[src/hw/rtl/vbs_ram.sv]
`timescale 1ns / 1ps
module vbs_ram #(
  parameter int WIDTH = 8,
  parameter int DEPTH = 16
) (
  input  logic                     clk,
  input  logic                     we,
  input  logic [$clog2(DEPTH)-1:0] waddr,
  input  logic [WIDTH-1:0]         wdata,
  input  logic                     re,
  input  logic [$clog2(DEPTH)-1:0] raddr,
  output logic [WIDTH-1:0]         rdata
);

  logic [WIDTH-1:0] mem [DEPTH];

  always_ff @(posedge clk) begin
    if (we) begin
      mem[waddr] <= wdata;
    end
    if (re) begin
      rdata <= mem[raddr];
    end
  end

endmodule

[config.mk]
export PLATFORM = sky130hd
export DESIGN_NAME = vbs_ram
export DESIGN_NICKNAME = d
export VERILOG_FILES = /design/src/hw/rtl/vbs_ram.sv
export SDC_FILE = /design/constraint.sdc
export NUM_CORES = 1
export LEC_CHECK = 0
export BUFFER_PORTS_ARGS = -buffer_cell sky130_fd_sc_hd__buf_2
export CAP_MARGIN = 0
export CORE_ASPECT_RATIO = 0.8
export CORE_MARGIN = 10
export CORE_UTILIZATION = 30
export CTS_CLUSTER_SIZE = 28
export DETAILED_ROUTE_END_ITERATION = 10
export HOLD_SLACK_MARGIN = 0.05
export PLACE_DENSITY = 0.48
export SKIP_CTS_REPAIR_TIMING = 1
export SYNTH_ARGS = -nofsm -noshare
export SYNTH_HDL_FRONTEND = slang
export SYNTH_SLANG_ARGS = --single-unit
[constraint.sdc]
create_clock -name clk -period 2.1 [get_ports clk]
set_clock_uncertainty 0.05 [all_clocks]
set_input_delay 0.105 -clock clk [delete_from_list [all_inputs] [get_ports clk]]
set_output_delay 0.105 -clock clk [all_outputs]
set_load 0.02 [all_outputs]
-- After elaboration in Yosys (flattened, before gate mapping)
Memories as Yosys holds them, arrays and structs flattened. A register that Yosys moved wholly into a read port is not among the register bits.
Index checks and enable logic that the tools add are counted.
Widths: inputs -> output; s select.
- RAM bits: 128
- latch bits: 0
- register bits: 0
- word-level logic and storage cells: 3
- output and inout port bits: 8
- memories kept: 1
- bits in read-only memories: 0
- memory list (name ; depth ; bits a word ; rd ports ; clocked after memory_dff ; write ports ; RTL line ; source):
    mem ; 16 ; 8 ; 1 ; 1 ; 1 ; 15 ; logic [WIDTH-1:0] mem [DEPTH];
- equal/unequal tests: 0
- order comparisons: 0
- reductions and logical operators: 0
- bitwise logic cells: 0
- shifts and indexed selects: 0
- multipliers: 0
- divide/modulo/power cells: 0
- $add $sub $neg: 0
- muxes and demuxes: 2
- operator list (kind ; count):
    $mux 1 ; 2

-- Depth between registers and ports, before layout
Gate-level depths: netlist of the first run.
- depth after elaboration: 2
- depth in mapped cells: 5

-- Worst setup path before layout of the first run
Ideal clock, no wire load.
- kind: input port to flip-flop
- start point: input waddr[2]
- end point: memory mem[0][0], enable pin
- cell stages on the path: 2
- arrival: 1.215 ns
- data required time: 1.667 ns
- setup time: 0.383 ns
- slack: 0.452 ns
- buffers on the path: 0
- cells stage by stage: or3b_2 nor3_1
- RTL lines (element ; RTL line ; source):
    from (decl) ; 8 ; input logic [$clog2(DEPTH)-1:0] waddr,
    to (decl) ; 15 ;
Straight into the memory's write port.

==> impl_metrics.json, run 1 <==
{
  "outcome": "complete, no violations",
  "route.vias.total": 2521,
  "ys_ff_latch": 136,
  "grt_first_pass_wirelength_um": 16700,
  "p_sw_mw": 1.26,
  "post-dp-hpwl_um": 7180,
  "worst_pin_slew_ns": 0.494,
  "power.leakage_nw": 2.19,
  "power_density_mw_per_mm2": 1030,
  "hold_depth": 1,
  "avgSynthCellArea_um2": 22.8,
  "crit_family": "multiplexers",
  "finalCoreUtilization": 0.377,
  "n_antenna_cell": 0,
  "gr-total-overflow": 0,
  "area_delta_synth_final_pct": 24.3,
  "p_comb_frac": 0.046,
  "clkPwrFrac": 0.492,
  "clock-sinks": 136,
  "min_to": "mem[13][0]$_DFFE_PP_",
  "hp-start": "wdata[0]",
  "via_per_inst": 4.72,
  "yosys.area_share.adder": 0,
  "r2r_cells": 3,
  "synth_cell_types": 18,
  "antenna_found_initial": 0,
  "grt.total_usage": 0.0965,
  "crit_chain": "mux4_1, a22oi_1, nand2_1",
  "fin_crit_ns": 1.53,
  "r2r_setup_slack_ns": 0.57,
  "synth_simple_gate_area_frac": 0.0314,
  "drv_slew": 0,
  "syn_inst": 229,
  "routabilityCongestion": 0.789,
  "hold_class": "primary input to flip-flop",
  "ant_nets": 0,
  "crit_path_end_kind": "flip-flop",
  "yosysWarnings": 0,
  "die_w_um": 168,
  "timing.critical_path.buf_inv": 0,
  "multi_input_area_mm2": 0.00106,
  "synthXorXnorAreaFrac": 0,
  "worstPathArrival_ns": 1.62,
  "final_nets": 315,
  "port_buffers": 26,
  "pwr-share-seq": 0.462,
  "required_ns": 2.19,
  "grt_pass1_vias": 2617,
  "wl_per_cell_um": 20.6,
  "slowest_delay_ns": 0.51,
  "row_count": 43,
  "grt_max_degree": 33,
  "cp_max_fo": 1,
  "cts_tree": "yes",
  "firstDrtPassIters": 4,
  "seq_area_mm2": 0.00408,
  "drive_gt1_frac": 0.314,
  "cap_violations": 0,
  "ios": 27,
  "rsz0062_at_grt": "no",
  "r2r_start": "mem[10][4]$_DFFE_PP_",
  "initial_core_util": 0.304,
  "die_h_um": 138,
  "max_clock_freq_mhz": 654,
  "vdd_drop_max_v": 0.000476,
  "core_area_mm2": 0.0172,
  "clkTransAtPathRegs_ns": 0.06,
  "switching_share": 0.189,
  "hold_violations": 0,
  "wl_um": 11000,
  "setup_tns_ns": 0,
  "max_slew_margin": 0.669,
  "ys_seq_area_frac": 0.781,
  "cts_root_buf": "clkbuf_16",
  "timing.final.crit_share": 0.728,
  "numCtsBuffers": 17,
  "cts_max_path_buffers": 2,
  "syn_nets": 248,
  "drc": 0,
  "synth_top_family_by_area": "multiplexers",
  "fillers": 1588,
  "clk_latency_ns": 0.41,
  "p_int_mw": 5.40,
  "slowest_stage": "mux4_1",
  "synth_compound_area_frac": 0.0230,
  "r2r-end": "rdata[4]$_DFFE_PP_",
  "path_class": "flip-flop to flip-flop",
  "drtIter0Drc": 259,
  "muxShareOfSynthArea": 0.148,
  "synth_area_mm2": 0.00523,
  "htreeDepth": 4,
  "fp.dieArea_mm2": 0.0231,
  "start_kind": "flip-flop",
  "setup_viol": 0
}
==> kinds of logic after synthesis <==
family,Yosys count
flops,136
simple gates,35
mux,32
compound gates,16
buf+inv,10
==> final cells by class <==
class	instances	area share
sequential	136	0.629
multi-input combinational	83	0.163
timing repair buffer	58	0.0639
clock buffer	18	0.0661
tap	225	0.0433
clock inverter	14	0.0352
==> power by group through the flow <==
stage | combinational (mW) | sequential, mW | clock, mW
2_1_floorplan | 0.154 | 3.14 | 0
6_report | 0.308 | 3.08 | 3.28
3_5_place_dp | 0.303 | 3.14 | 0
3_3_place_gp | 0.301 | 3.13 | 0
4_1_cts | 0.303 | 3.08 | 3.34
5_1_grt | 0.337 | 3.08 | 3.46
==> flip-flops by register name, indices dropped and copies added, names as in the netlist <==
| register | flops |
|---|---|
| mem | 128 |
| rdata | 8 |
==> layout by cell type (no fill, tap or decap) <==
cell           synthesis  final
dlygate4sd3_1          0      8
and2b_1                1      1
clkinv_4               0      2
bufinv_16              0      6
nor2b_1                1      1
nor2_1                13     13
and2_1                 1      1
nand2_1                9      9
edfxtp_1             136    136
mux4_2                18     18
buf_2                  3     26
buf_4                  1     22
clkinvlp_4             0      2
clkbuf_16              0     17
nand3b_1               2      2
or3b_2                 1      1
nand3_1                1      1
buf_12                 0      2
clkbuf_1               0      1
clkinv_1               0      3
nor3_1                 4      4
nand2b_1               2      2
a22oi_1               16     16
mux4_1                14     14
clkinv_2               0      1
==> metrics by stage <==
| stage | setup slack, ns | total power, mW | instances | cell area [um2] | hold slack, ns |
|---|---|---|---|---|---|
| CTS | 0.572 | 6.72 | 526 | 6420 | 0.0159 |
| global placement | 0.328 | 3.43 | 494 | 5760 | 0.443 |
| floorplan | 0.452 | 3.30 | 229 | 5230 | 0.154 |
| detailed placement | 0.338 | 3.44 | 494 | 5760 | 0.448 |
| global route | 0.531 | 6.88 | 534 | 6500 | 0.0678 |
| finish | 0.571 | 6.66 | 534 | 6500 | 0.0619 |
==> worst max-delay path by stage <==
| stage | startpoint | end | slack (ns) | depth (start not counted) |
|---|---|---|---|---|
| final | mem[10][4]$_DFFE_PP_ | rdata[4]$_DFFE_PP_ | 0.57 | 3 |
| after global placement | raddr[0] | rdata[4]$_DFFE_PP_ | 0.33 | 5 |
| after global routing | mem[10][4]$_DFFE_PP_ | rdata[4]$_DFFE_PP_ | 0.53 | 3 |
| after floorplan | waddr[2] | mem[0][0]$_DFFE_PP_ | 0.45 | 2 |
| after detailed placement | raddr[0] | rdata[3]$_DFFE_PP_ | 0.34 | 5 |
| after CTS | mem[10][4]$_DFFE_PP_ | rdata[4]$_DFFE_PP_ | 0.57 | 3 |
==> synthesized netlist by cell type, drive strengths merged <==
cell           number  area [um2]
edfxtp            136        4080
mux4               32         773
a22oi              16         120
nor2               13        48.8
nand2               9        33.8
buf                 7        56.3
nor3                4        20.0
clkdlybuf4s25       3        30.0
nand2b              2        12.5
nand3b              2        15.0
and2                1        6.26
and2b               1        7.51
nand3               1        5.00
nor2b               1        6.26
or3b                1        8.76
==> metal layers <==
layer,global-route usage,part of all wire,vias to the layer above
li1,-,-,1115
met1,0.135,0.47,1329
met2,0.137,0.46,68
met3,0.0266,0.072,9
met4,0.0398,0.0061,0
met5,0,0,-
No activity file was read; power rests on OpenSTA's default activity.
==> inputs of run 2 (changes only) <==
PLACE_DENSITY = 0.49   (was 0.48)
clock period = 1.2 ns   (was 2.1 ns; I/O delays follow)
==> impl_metrics.json, run 2 (same netlist as run 1, synthesis figures left out) <==
{
  "outcome": "finished, violations left",
  "area_delta_synth_final_pct": 26.3,
  "violations": "setup timing",
  "final_cell_mix": "edfxtp_1 (136), mux4_2 (32), buf_2 (26)",
  "post-dp-hpwl_um": 7510,
  "required_ns": 1.30,
  "worstPathArrival_ns": 1.60,
  "antenna_found_initial": 0,
  "r2r_cells": 3,
  "timing.final.crit_share": 1.25,
  "regMostFlops": "mem",
  "clk_latency_ns": 0.41,
  "port_buffers": 26,
  "min_to": "mem[15][6]$_DFFE_PP_",
  "path_class": "flip-flop to flip-flop",
  "die_h_um": 138,
  "power_density_mw_per_mm2": 1720,
  "finalCoreUtilization": 0.384,
  "n_antenna_cell": 0,
  "cts_tree": "yes",
  "setup_viol": 8,
  "r2r_start": "mem[3][1]$_DFFE_PP_",
  "power.leakage_nw": 2.18,
  "total_power_mw": 11.3,
  "gr-total-overflow": 0,
  "r2r-end": "rdata[1]$_DFFE_PP_",
  "r2r_setup_slack_ns": -0.30,
  "top_regs": "mem (128), rdata (8)",
  "drv_slew": 0,
  "ant_nets": 0,
  "max_clock_freq_mhz": 667,
  "ios": 27,
  "final_nets": 322,
  "route.vias.total": 2475,
  "crit_path_end_kind": "flip-flop",
  "rsz0062_at_grt": "yes",
  "fin_cells": 541,
  "cts_root_buf": "clkbuf_16",
  "grt_first_pass_wirelength_um": 16900,
  "routabilityCongestion": 0.720,
  "cap_violations": 0,
  "hold_depth": 1,
  "grt_pass1_vias": 2601,
  "hold_class": "primary input to flip-flop",
  "place_inst": 501,
  "numCtsBuffers": 17,
  "via_per_inst": 4.57,
  "start_kind": "flip-flop",
  "firstDrtPassIters": 4,
  "worst_pin_slew_ns": 0.785,
  "clkTransAtPathRegs_ns": 0.06,
  "max_slew_margin": 0.475,
  "cp_max_fo": 1,
  "fillers": 1556,
  "die_w_um": 168,
  "hold_violations": 0,
  "grt.total_usage": 0.0992,
  "cts_max_path_buffers": 2,
  "clock-sinks": 136,
  "setup_slack_ns": -0.299,
  "vdd_drop_max_v": 0.000735,
  "whs_ns": 0.0519,
  "wl_per_cell_um": 20.8,
  "drive_gt1_frac": 0.411,
  "htreeDepth": 4,
  "wl_um": 11200,
  "core_area_mm2": 0.0172,
  "row_count": 43,
  "initial_core_util": 0.304,
  "fp.dieArea_mm2": 0.0231,
  "drc": 0,
  "final_common_cell": "edfxtp_1",
  "largest_reg_flops": 128,
  "drtIter0Drc": 124,
  "hp-start": "wdata[6]",
  "fin_crit_ns": 1.50,
  "grt_max_degree": 17
}
run 2: cell types whose count changed in the layout (fill, tap and decap cells not counted), sizes merged:
cell,previous run,this run
buf,50,57
bufinv,6,4
clkinv,6,8
run 2: final cells by class:
class,instances,area (um2),share of cell area
clock inverter,14,181,0.0275
timing repair buffer,65,556,0.0841
tap,225,282,0.0426
sequential,136,4080,0.619
clock buffer,18,429,0.0650
multi-input combinational,83,1070,0.162
run 2: through the flow:
stage               cell area (um2)  setup TNS, ns  setup WS (ns)
CTS                            6490          -2.72         -0.417
global route                   6600          -2.56         -0.358
floorplan                      5250          -1.04         -0.116
detailed placement             5880         -11.14         -0.509
global placement               5880         -11.29         -0.498
finish                         6600          -2.14         -0.299
run 2: worst max path at each step:
stage                        start  slack [ns]                  to
6_report       mem[3][1]$_DFFE_PP_       -0.30  rdata[1]$_DFFE_PP_
5_1_grt        mem[3][1]$_DFFE_PP_       -0.36  rdata[1]$_DFFE_PP_
4_1_cts        mem[3][1]$_DFFE_PP_       -0.42  rdata[1]$_DFFE_PP_
3_5_place_dp              raddr[0]       -0.51  rdata[1]$_DFFE_PP_
3_3_place_gp              raddr[0]       -0.50  rdata[1]$_DFFE_PP_
2_1_floorplan  mem[3][0]$_DFFE_PP_       -0.12  rdata[0]$_DFFE_PP_
run 2: where the power goes:
group	switching (mW)	internal, mW
registers	0.0260	5.35
clock network	1.87	3.45
logic	0.364	0.283
run 2: per-layer routing:
layer	GRT usage	routed length, um	part of all wire
met5	0	0	0
met4	0.0316	96	0.0085
met3	0.0329	528	0.047
met2	0.139	5050	0.45
met1	0.141	5560	0.49
run 2: critical path, stage by stage (launching register included):
cell and delay [ns]:
edfxtp_1 0.37, mux4_2 0.52, a22oi_2 0.22, nand2_1 0.08
