--- src/hw/rtl/vbs_pkg.sv ---
`timescale 1ns / 1ps
package vbs_pkg;

  localparam int MAX_VERTICES = 1024;
  localparam int ADDR_W       = 10;
  localparam int CNT_W        = 11;
  localparam int CRD_W        = 16;
  localparam int SUM_W        = 26;
  localparam int VTX_W        = 3 * CRD_W;
  localparam int OPND_W       = 44;
  localparam int DVS_W        = 11;
  localparam int SQ_W         = 34;
  localparam int TOT_W        = 44;
  localparam int RT_W         = 17;
  localparam int ITER_W       = 6;
  localparam int OUT_DATA_W   = 200;

  localparam logic [ITER_W-1:0] DIV_LAST  = ITER_W'(OPND_W - 1);
  localparam logic [ITER_W-1:0] SQRT_LAST = ITER_W'(RT_W - 1);

  // sequencer states
  localparam logic [3:0] ST_LOAD   = 4'd0;
  localparam logic [3:0] ST_CDIV_G = 4'd1;
  localparam logic [3:0] ST_CDIV_W = 4'd2;
  localparam logic [3:0] ST_RD     = 4'd3;
  localparam logic [3:0] ST_MUL    = 4'd4;
  localparam logic [3:0] ST_ACC    = 4'd5;
  localparam logic [3:0] ST_MDIV_G = 4'd6;
  localparam logic [3:0] ST_MDIV_W = 4'd7;
  localparam logic [3:0] ST_SQ_G   = 4'd8;
  localparam logic [3:0] ST_SQ_W   = 4'd9;
  localparam logic [3:0] ST_OUT    = 4'd10;

  typedef struct packed {
    logic              start;
    logic              sqrt;
    logic [OPND_W-1:0] opnd;
    logic [DVS_W-1:0]  dvs;
  } itu_req_t;

  typedef struct packed {
    logic              done;
    logic [OPND_W-1:0] res;
  } itu_rsp_t;

endpackage

--- src/hw/rtl/vbs_itu.sv ---
`timescale 1ns / 1ps
// Shared iterative unit: restoring divide (one quotient bit per cycle)
// or digit-by-digit floor square root (one root bit per cycle).
module vbs_itu (
  input  logic               clk,
  input  logic               rst_n,
  input  vbs_pkg::itu_req_t  req,
  output vbs_pkg::itu_rsp_t  rsp
);

  logic                              busy_r, busy_nxt;
  logic                              done_r, done_nxt;
  logic                              sqrt_r, sqrt_nxt;
  logic [vbs_pkg::ITER_W-1:0]        cnt_r, cnt_nxt;
  logic [vbs_pkg::OPND_W-1:0]        opnd_r, opnd_nxt;
  logic [vbs_pkg::OPND_W-1:0]        quo_r, quo_nxt;
  logic [19:0]                       rem_r, rem_nxt;
  logic [vbs_pkg::DVS_W-1:0]         dvs_r, dvs_nxt;

  logic [vbs_pkg::DVS_W:0]           div_sh;
  logic                              div_ge;
  logic [19:0]                       sq_sh, sq_trial;
  logic                              sq_ge;
  logic [vbs_pkg::ITER_W-1:0]        last;

  always_comb begin
    div_sh   = {rem_r[vbs_pkg::DVS_W-1:0], opnd_r[vbs_pkg::OPND_W-1]};
    div_ge   = div_sh >= {1'b0, dvs_r};
    sq_sh    = {rem_r[17:0], opnd_r[vbs_pkg::SQ_W-1 -: 2]};
    sq_trial = {quo_r[17:0], 2'b01};
    sq_ge    = sq_sh >= sq_trial;
    last     = sqrt_r ? vbs_pkg::SQRT_LAST : vbs_pkg::DIV_LAST;

    busy_nxt = busy_r;
    done_nxt = 1'b0;
    sqrt_nxt = sqrt_r;
    cnt_nxt  = cnt_r;
    opnd_nxt = opnd_r;
    quo_nxt  = quo_r;
    rem_nxt  = rem_r;
    dvs_nxt  = dvs_r;

    if (req.start) begin
      busy_nxt = 1'b1;
      sqrt_nxt = req.sqrt;
      cnt_nxt  = '0;
      opnd_nxt = req.opnd;
      quo_nxt  = '0;
      rem_nxt  = '0;
      dvs_nxt  = req.dvs;
    end else if (busy_r) begin
      cnt_nxt = cnt_r + 1'b1;
      if (sqrt_r) begin
        rem_nxt  = sq_ge ? (sq_sh - sq_trial) : sq_sh;
        quo_nxt  = {quo_r[vbs_pkg::OPND_W-2:0], sq_ge};
        opnd_nxt = opnd_r << 2;
      end else begin
        rem_nxt  = {8'b0, (div_ge ? (div_sh - {1'b0, dvs_r}) : div_sh)};
        quo_nxt  = {quo_r[vbs_pkg::OPND_W-2:0], div_ge};
        opnd_nxt = opnd_r << 1;
      end
      if (cnt_r == last) begin
        busy_nxt = 1'b0;
        done_nxt = 1'b1;
      end
    end
  end

  always_ff @(posedge clk) begin
    if (!rst_n) begin
      busy_r <= 1'b0;
      done_r <= 1'b0;
    end else begin
      busy_r <= busy_nxt;
      done_r <= done_nxt;
    end
    sqrt_r <= sqrt_nxt;
    cnt_r  <= cnt_nxt;
    opnd_r <= opnd_nxt;
    quo_r  <= quo_nxt;
    rem_r  <= rem_nxt;
    dvs_r  <= dvs_nxt;
  end

  assign rsp.done = done_r;
  assign rsp.res  = quo_r;

endmodule

--- config.mk ---
export PLATFORM = sky130hd
export DESIGN_NAME = vbs_itu
export DESIGN_NICKNAME = d
export VERILOG_FILES = /design/src/hw/rtl/vbs_pkg.sv /design/src/hw/rtl/vbs_itu.sv
export SDC_FILE = /design/constraint.sdc
export NUM_CORES = 1
export LEC_CHECK = 0
export BUFFER_PORTS_ARGS = -buffer_cell sky130_fd_sc_hd__buf_2
export CORE_MARGIN = 2
export CORE_UTILIZATION = 58
export CTS_BUF_LIST = sky130_fd_sc_hd__clkbuf_8 sky130_fd_sc_hd__clkbuf_16
export CTS_CLUSTER_SIZE = 20
export DETAILED_ROUTE_END_ITERATION = 6
export PLACE_DENSITY = 0.89
export SLEW_MARGIN = 20
export SYNTH_ARGS = -nofsm -noshare
export SYNTH_HDL_FRONTEND = slang
export SYNTH_SLANG_ARGS = --single-unit
--- constraint.sdc ---
create_clock -name clk -period 3.4 [get_ports clk]
set_input_delay 0.51 -clock clk [delete_from_list [all_inputs] [get_ports clk]]
set_output_delay 0.51 -clock clk [all_outputs]
set_load 0.1 [all_outputs]
* Word-level counts from Yosys, hierarchy flattened
Cells that the tools add are included.
Cells by class: add/sub/neg operators 3, magnitude comparators 2, equality and inequality tests 1, multiplexer cells 12, bitwise operators 2, reductions and logical operators 2
Operators by type and width (count):
- 44-bit two-way mux | 3
- 18-bit two-way mux | 2
- 20-bit >= comparator | 1
- 18-bit subtractor | 1
- 12-bit by 11-bit >= comparator with 1-bit output | 1
- 12-bit two-way mux | 1
- 12-bit by 11-bit subtractor with 12-bit output | 1
- 6-bit by 1-bit adder with 6-bit output, second input constant | 1
- 6-bit == test | 1
- 6-bit two-way mux | 1
- 1-bit two-way mux | 5
- 3-bit OR reduction | 1
- 1-bit NOT | 2
- 2-bit nonzero test | 1
Storage, ports and cells: register bits 126, output and inout bits 45, logic and storage cells 30

* Logic depth before layout (Yosys ltp)
depth after elaboration 5, gate-level depth with buffers 11

* Worst setup path after synthesis
OpenSTA, ideal clock, no wires.
kind reg2reg, start point register quo_r[11] (netlist name), end point register rem_r[8], setup time 168 ps, arrival 2946 ps, data required time 3232 ps, path slack 286 ps, stages on the path, launching flop included 10, buffers on the path 0, path through dfxtp_1 -> inv_1 -> ha_1 -> a21oi_2 -> o21ai_2 -> a2111o_1 -> a22o_1 -> or4_1 -> o21ai_1 -> o22ai_1
Between the ends: cells in the longest elaborated chain, start to end 3
RTL lines:
- start, declared | RTL line vbs_itu.sv:16 | logic [vbs_pkg::OPND_W-1:0] quo_r, quo_nxt;
- start signal, assigned | RTL line vbs_itu.sv:80 | quo_r <= quo_nxt;
- 20-bit >= comparator | RTL line vbs_itu.sv:31 | sq_ge = sq_sh >= sq_trial;
- 18-bit two-way mux | RTL line vbs_itu.sv:54 | rem_nxt = sq_ge ? (sq_sh - sq_trial) : sq_sh;
- 18-bit two-way mux | RTL line vbs_itu.sv:53 | if (sqrt_r) begin
- end signal, assigned | RTL line vbs_itu.sv:81 | rem_r <= rem_nxt;
- end, declared | RTL line vbs_itu.sv:17 | logic [19:0] rem_r, rem_nxt;
No other way between the ends. A chain may end at the register's enable or synchronous reset.

* Final worst setup path
start point register opnd_r[43] (netlist name), end point register rem_r[8]
Between the ends: cells in the longest elaborated chain, start to end 3
RTL lines:
- start, declared | RTL line vbs_itu.sv:15 | logic [vbs_pkg::OPND_W-1:0] opnd_r, opnd_nxt;
- start signal, assigned | RTL line vbs_itu.sv:79 | opnd_r <= opnd_nxt;
- 12-bit by 11-bit subtractor with 12-bit output or 12-bit by 11-bit >= comparator with 1-bit output (tied branches) | RTL line vbs_itu.sv:58, vbs_itu.sv:28
- 12-bit two-way mux * | RTL line vbs_itu.sv:58 | rem_nxt = {8'b0, (div_ge ? (div_sh - {1'b0, dvs_r}) : div_sh)};
- 18-bit two-way mux * | RTL line vbs_itu.sv:53
Mark *: on every way between the ends. The rest lies on a longest branch, timed or not.

==> metrics.txt <==
clock latency on the worst-skew pair 420 ps; setup TNS 0 ps; global-route wire length before repair 25.9 mm; die area 13,100 µm²; drt pass-1 iters 5; Worst EP required 3700 ps; post-DR wirelength/cell 15.9 µm; die height 114 µm; DR vias/cell 5.87; Initial Utilization 59.1%; Slew Viols, Final 0; Avg Synthesized Cell Area 9.72 µm²; Synth Register Bits 126; Logic pwr share 50.7%; total gr overflow 0; max-cap viol count 0; Net Sw Power 3.08 mW; CP Launch Type flip-flop; Seq pwr share 26.2%; status finished clean; CTS Buf Count 17; CORE AREA 12,000 µm²; Final Cycle Share 80.9%; Worst Path Arrival 3050 ps; distinct cell type count after synthesis 73; register area 3080 µm²; clock slew at reported path FFs 50 ps; top_reg_cell synth dfxtp_1; initial antenna violation count 0; Final Hold Violating Endpoints 0; Worst setup EP type flip-flop; Reg2Reg Launch Point opnd_r[43]; number of nets in the layout 909; IO Port Bufs 103; Net Count, Synth 820; Total Routing Usage GR 25.0%; Cells after Synth 728; cts repair resizes 0; Ant. Diodes 0; Ys Warns 0; H-tree depth 4; post-CTS setup buffers 0; total wire length 15.5 mm; # clock sinks 126; final antenna-violating net count 0; hold-fix buffers at CTS 0; Final GP Congestion 0.971; Final setup viols 0; Int Power 4.37 mW; hold-critical path depth 1; PD cells 904 nW/µm²; hold_sp req[4]; Synth async-reset ratio 0%; estimated wirelength of the detail-placed design 10.6 mm; worst r2r path cells 10; reg2reg end rem_r[8]; die width 114 µm; number of global-route vias before repair 5,516; Final Power 7.45 mW; Root Buffer clkbuf_16; clock buffer depth 2; Area Overhead vs Synth 16.5%; Clk pwr share 23.2%; FF-to-FF setup slack 650 ps; footprint of the multi-input gates 3670 µm²; synthesized area 7070 µm²; Iteration-0 DRC Markers 359; Std-Cell Rows 40; post-synthesis sequential area ratio 43.6%; Max Fclk 0.364 GHz; # IOs 104; layout cells sized above 1 18.8%; EDFF count, synth 56; Hold Crit Endpoint dvs_r[4]; Setup Crit Path Kind reg2reg; clk_skew 10.9 ps; Sw Share 41.3%; HP Class in2reg; CTS tree done; filler cell count 877; vias 5,733; drt drc 0; actual slew at the worst max-slew pin 769 ps; Peak supply drop 0.889 mV; Tmin final 2750 ps; Slew headroom 48.1%; largest net degree at the start of global routing 132; leak pwr 3.63 nW; unrepaired setup endpoints after global routing no; crit-path max FO 17
how the worst max path moves through the flow:
stage / from / end / cells past startpoint
3_3_place_gp: opnd_r[43] / rem_r[8] / 10
4_1_cts: opnd_r[43] / rem_r[8] / 10
3_5_place_dp: opnd_r[43] / rem_r[8] / 10
2_1_floorplan: quo_r[11] / rem_r[8] / 9
6_report: opnd_r[43] / rem_r[8] / 10
5_1_grt: rem_r[0] / rem_r[8] / 9
layout make-up:
| class | instances | share of cell area [%] |
|---|---|---|
| multi-input cells | 523 | 44.6 |
| clock inverters | 14 | 1.55 |
| repair buffers | 108 | 7.04 |
| clock buffers | 18 | 5.33 |
| well taps | 147 | 2.23 |
| flip-flops and latches | 126 | 37.4 |
| inverters | 41 | 1.87 |
Yosys cell counts (6+ instances only):
library cell  instances  area, µm²
a21o_1                7       52.6
xnor2_1              17        149
dfxtp_1              70       1400
nor2_1               70        263
inv_1                41        154
ha_1                 32        400
nand4_1               7       43.8
a21oi_1              25        125
clkbuf_1             30        113
o21ai_1               6       30.0
xor2_1                6       52.6
edfxtp_1             56       1680
a32oi_1               6       52.6
o21ai_0              60        300
mux2i_1              96        961
nor3_1                9       45.0
nand2b_1              7       43.8
nand3_1               9       45.0
nand2_1              67        251
a211oi_1             10       75.1
per-stage QoR:
| stage | hold WS (ps) | std cells | utilization [%] | setup WS (ps) | area, µm² |
|---|---|---|---|---|---|
| 6_report | 265 | 977 | 68.9 | 651 | 8240 |
| 5_1_grt | 247 | 977 | 68.9 | 443 | 8240 |
| 4_1_cts | 257 | 977 | 68.9 | 671 | 8240 |
| 3_5_place_dp | 494 | 945 | 64.2 | 694 | 7670 |
| 3_3_place_gp | 467 | 945 | 64.2 | 781 | 7670 |
| 2_1_floorplan | 436 | 728 | - | 286 | 7070 |
layer usage:
| metal | vias to the layer above | GRT usage, % | share of wire [%] |
|---|---|---|---|
| li1 | 2829 | - | - |
| met5 | - | 0 | 0 |
| met2 | 181 | 42.0 | 49 |
| met4 | 0 | 11.0 | 3.2 |
| met3 | 47 | 6.30 | 5.5 |
| met1 | 2676 | 30.4 | 42 |
power by group through the flow:
| stage | clock (mW) | combinational, mW | sequential [mW] |
|---|---|---|---|
| 3_3_place_gp | 0 | 3.60 | 1.96 |
| 5_1_grt | 1.82 | 4.14 | 1.96 |
| 2_1_floorplan | 0 | 3.06 | 1.93 |
| 6_report | 1.73 | 3.77 | 1.95 |
| 4_1_cts | 1.73 | 3.72 | 1.94 |
| 3_5_place_dp | 0 | 3.67 | 1.97 |
state kept, by name (all words and copies together), names as in the netlist:
signal and cells:
rem_r 18, quo_r 44, busy_r 1, cnt_r 6, dvs_r 11, done_r 1, sqrt_r 1, opnd_r 44
critical path, stage by stage (launching register included):
cell	delay, ps
edfxtp_1	320
inv_1	50
ha_1	220
fa_1	410
nor2b_1	160
o31a_1	280
o31ai_4	100
a31oi_4	460
mux2_2	390
o21ai_0	150
o22ai_1	90
cell usage in the layout, fill, tap and decap left out, types with 3 or more instances in the layout:
cell / n
a211o_1: 4
a211oi_1: 10
a21o_1: 7
a21oi_1: 25
a31oi_1: 5
a32oi_1: 6
and3_1: 5
buf_2: 102
buf_4: 4
clkbuf_16: 17
clkinv_2: 4
dfxtp_1: 69
edfxtp_1: 56
ha_1: 32
inv_1: 43
mux2_2: 3
mux2i_1: 96
nand2_1: 67
nand2b_1: 7
nand3_1: 9
nand4_1: 7
nor2_1: 70
nor2b_1: 5
nor3_1: 9
nor4_1: 4
o21a_1: 4
o21ai_0: 60
o21ai_1: 6
o21bai_1: 3
o31ai_1: 5
o32ai_1: 3
xnor2_1: 17
xor2_1: 6
cell families (layout without fill, tap and decap cells):
group	count (synthesis)	count (layout)	synth area share, %
and+or+nand+nor	199	199	12.9
xor gates and xnor gates	23	23	2.85
muxes	99	99	14.1
DFF	126	126	43.6
AOI/OAI and AO/OA	169	169	16.2
buffers and inverters	79	181	4.49
adders and majority gates	33	33	5.94
No activity file was read; power rests on OpenSTA's default activity.
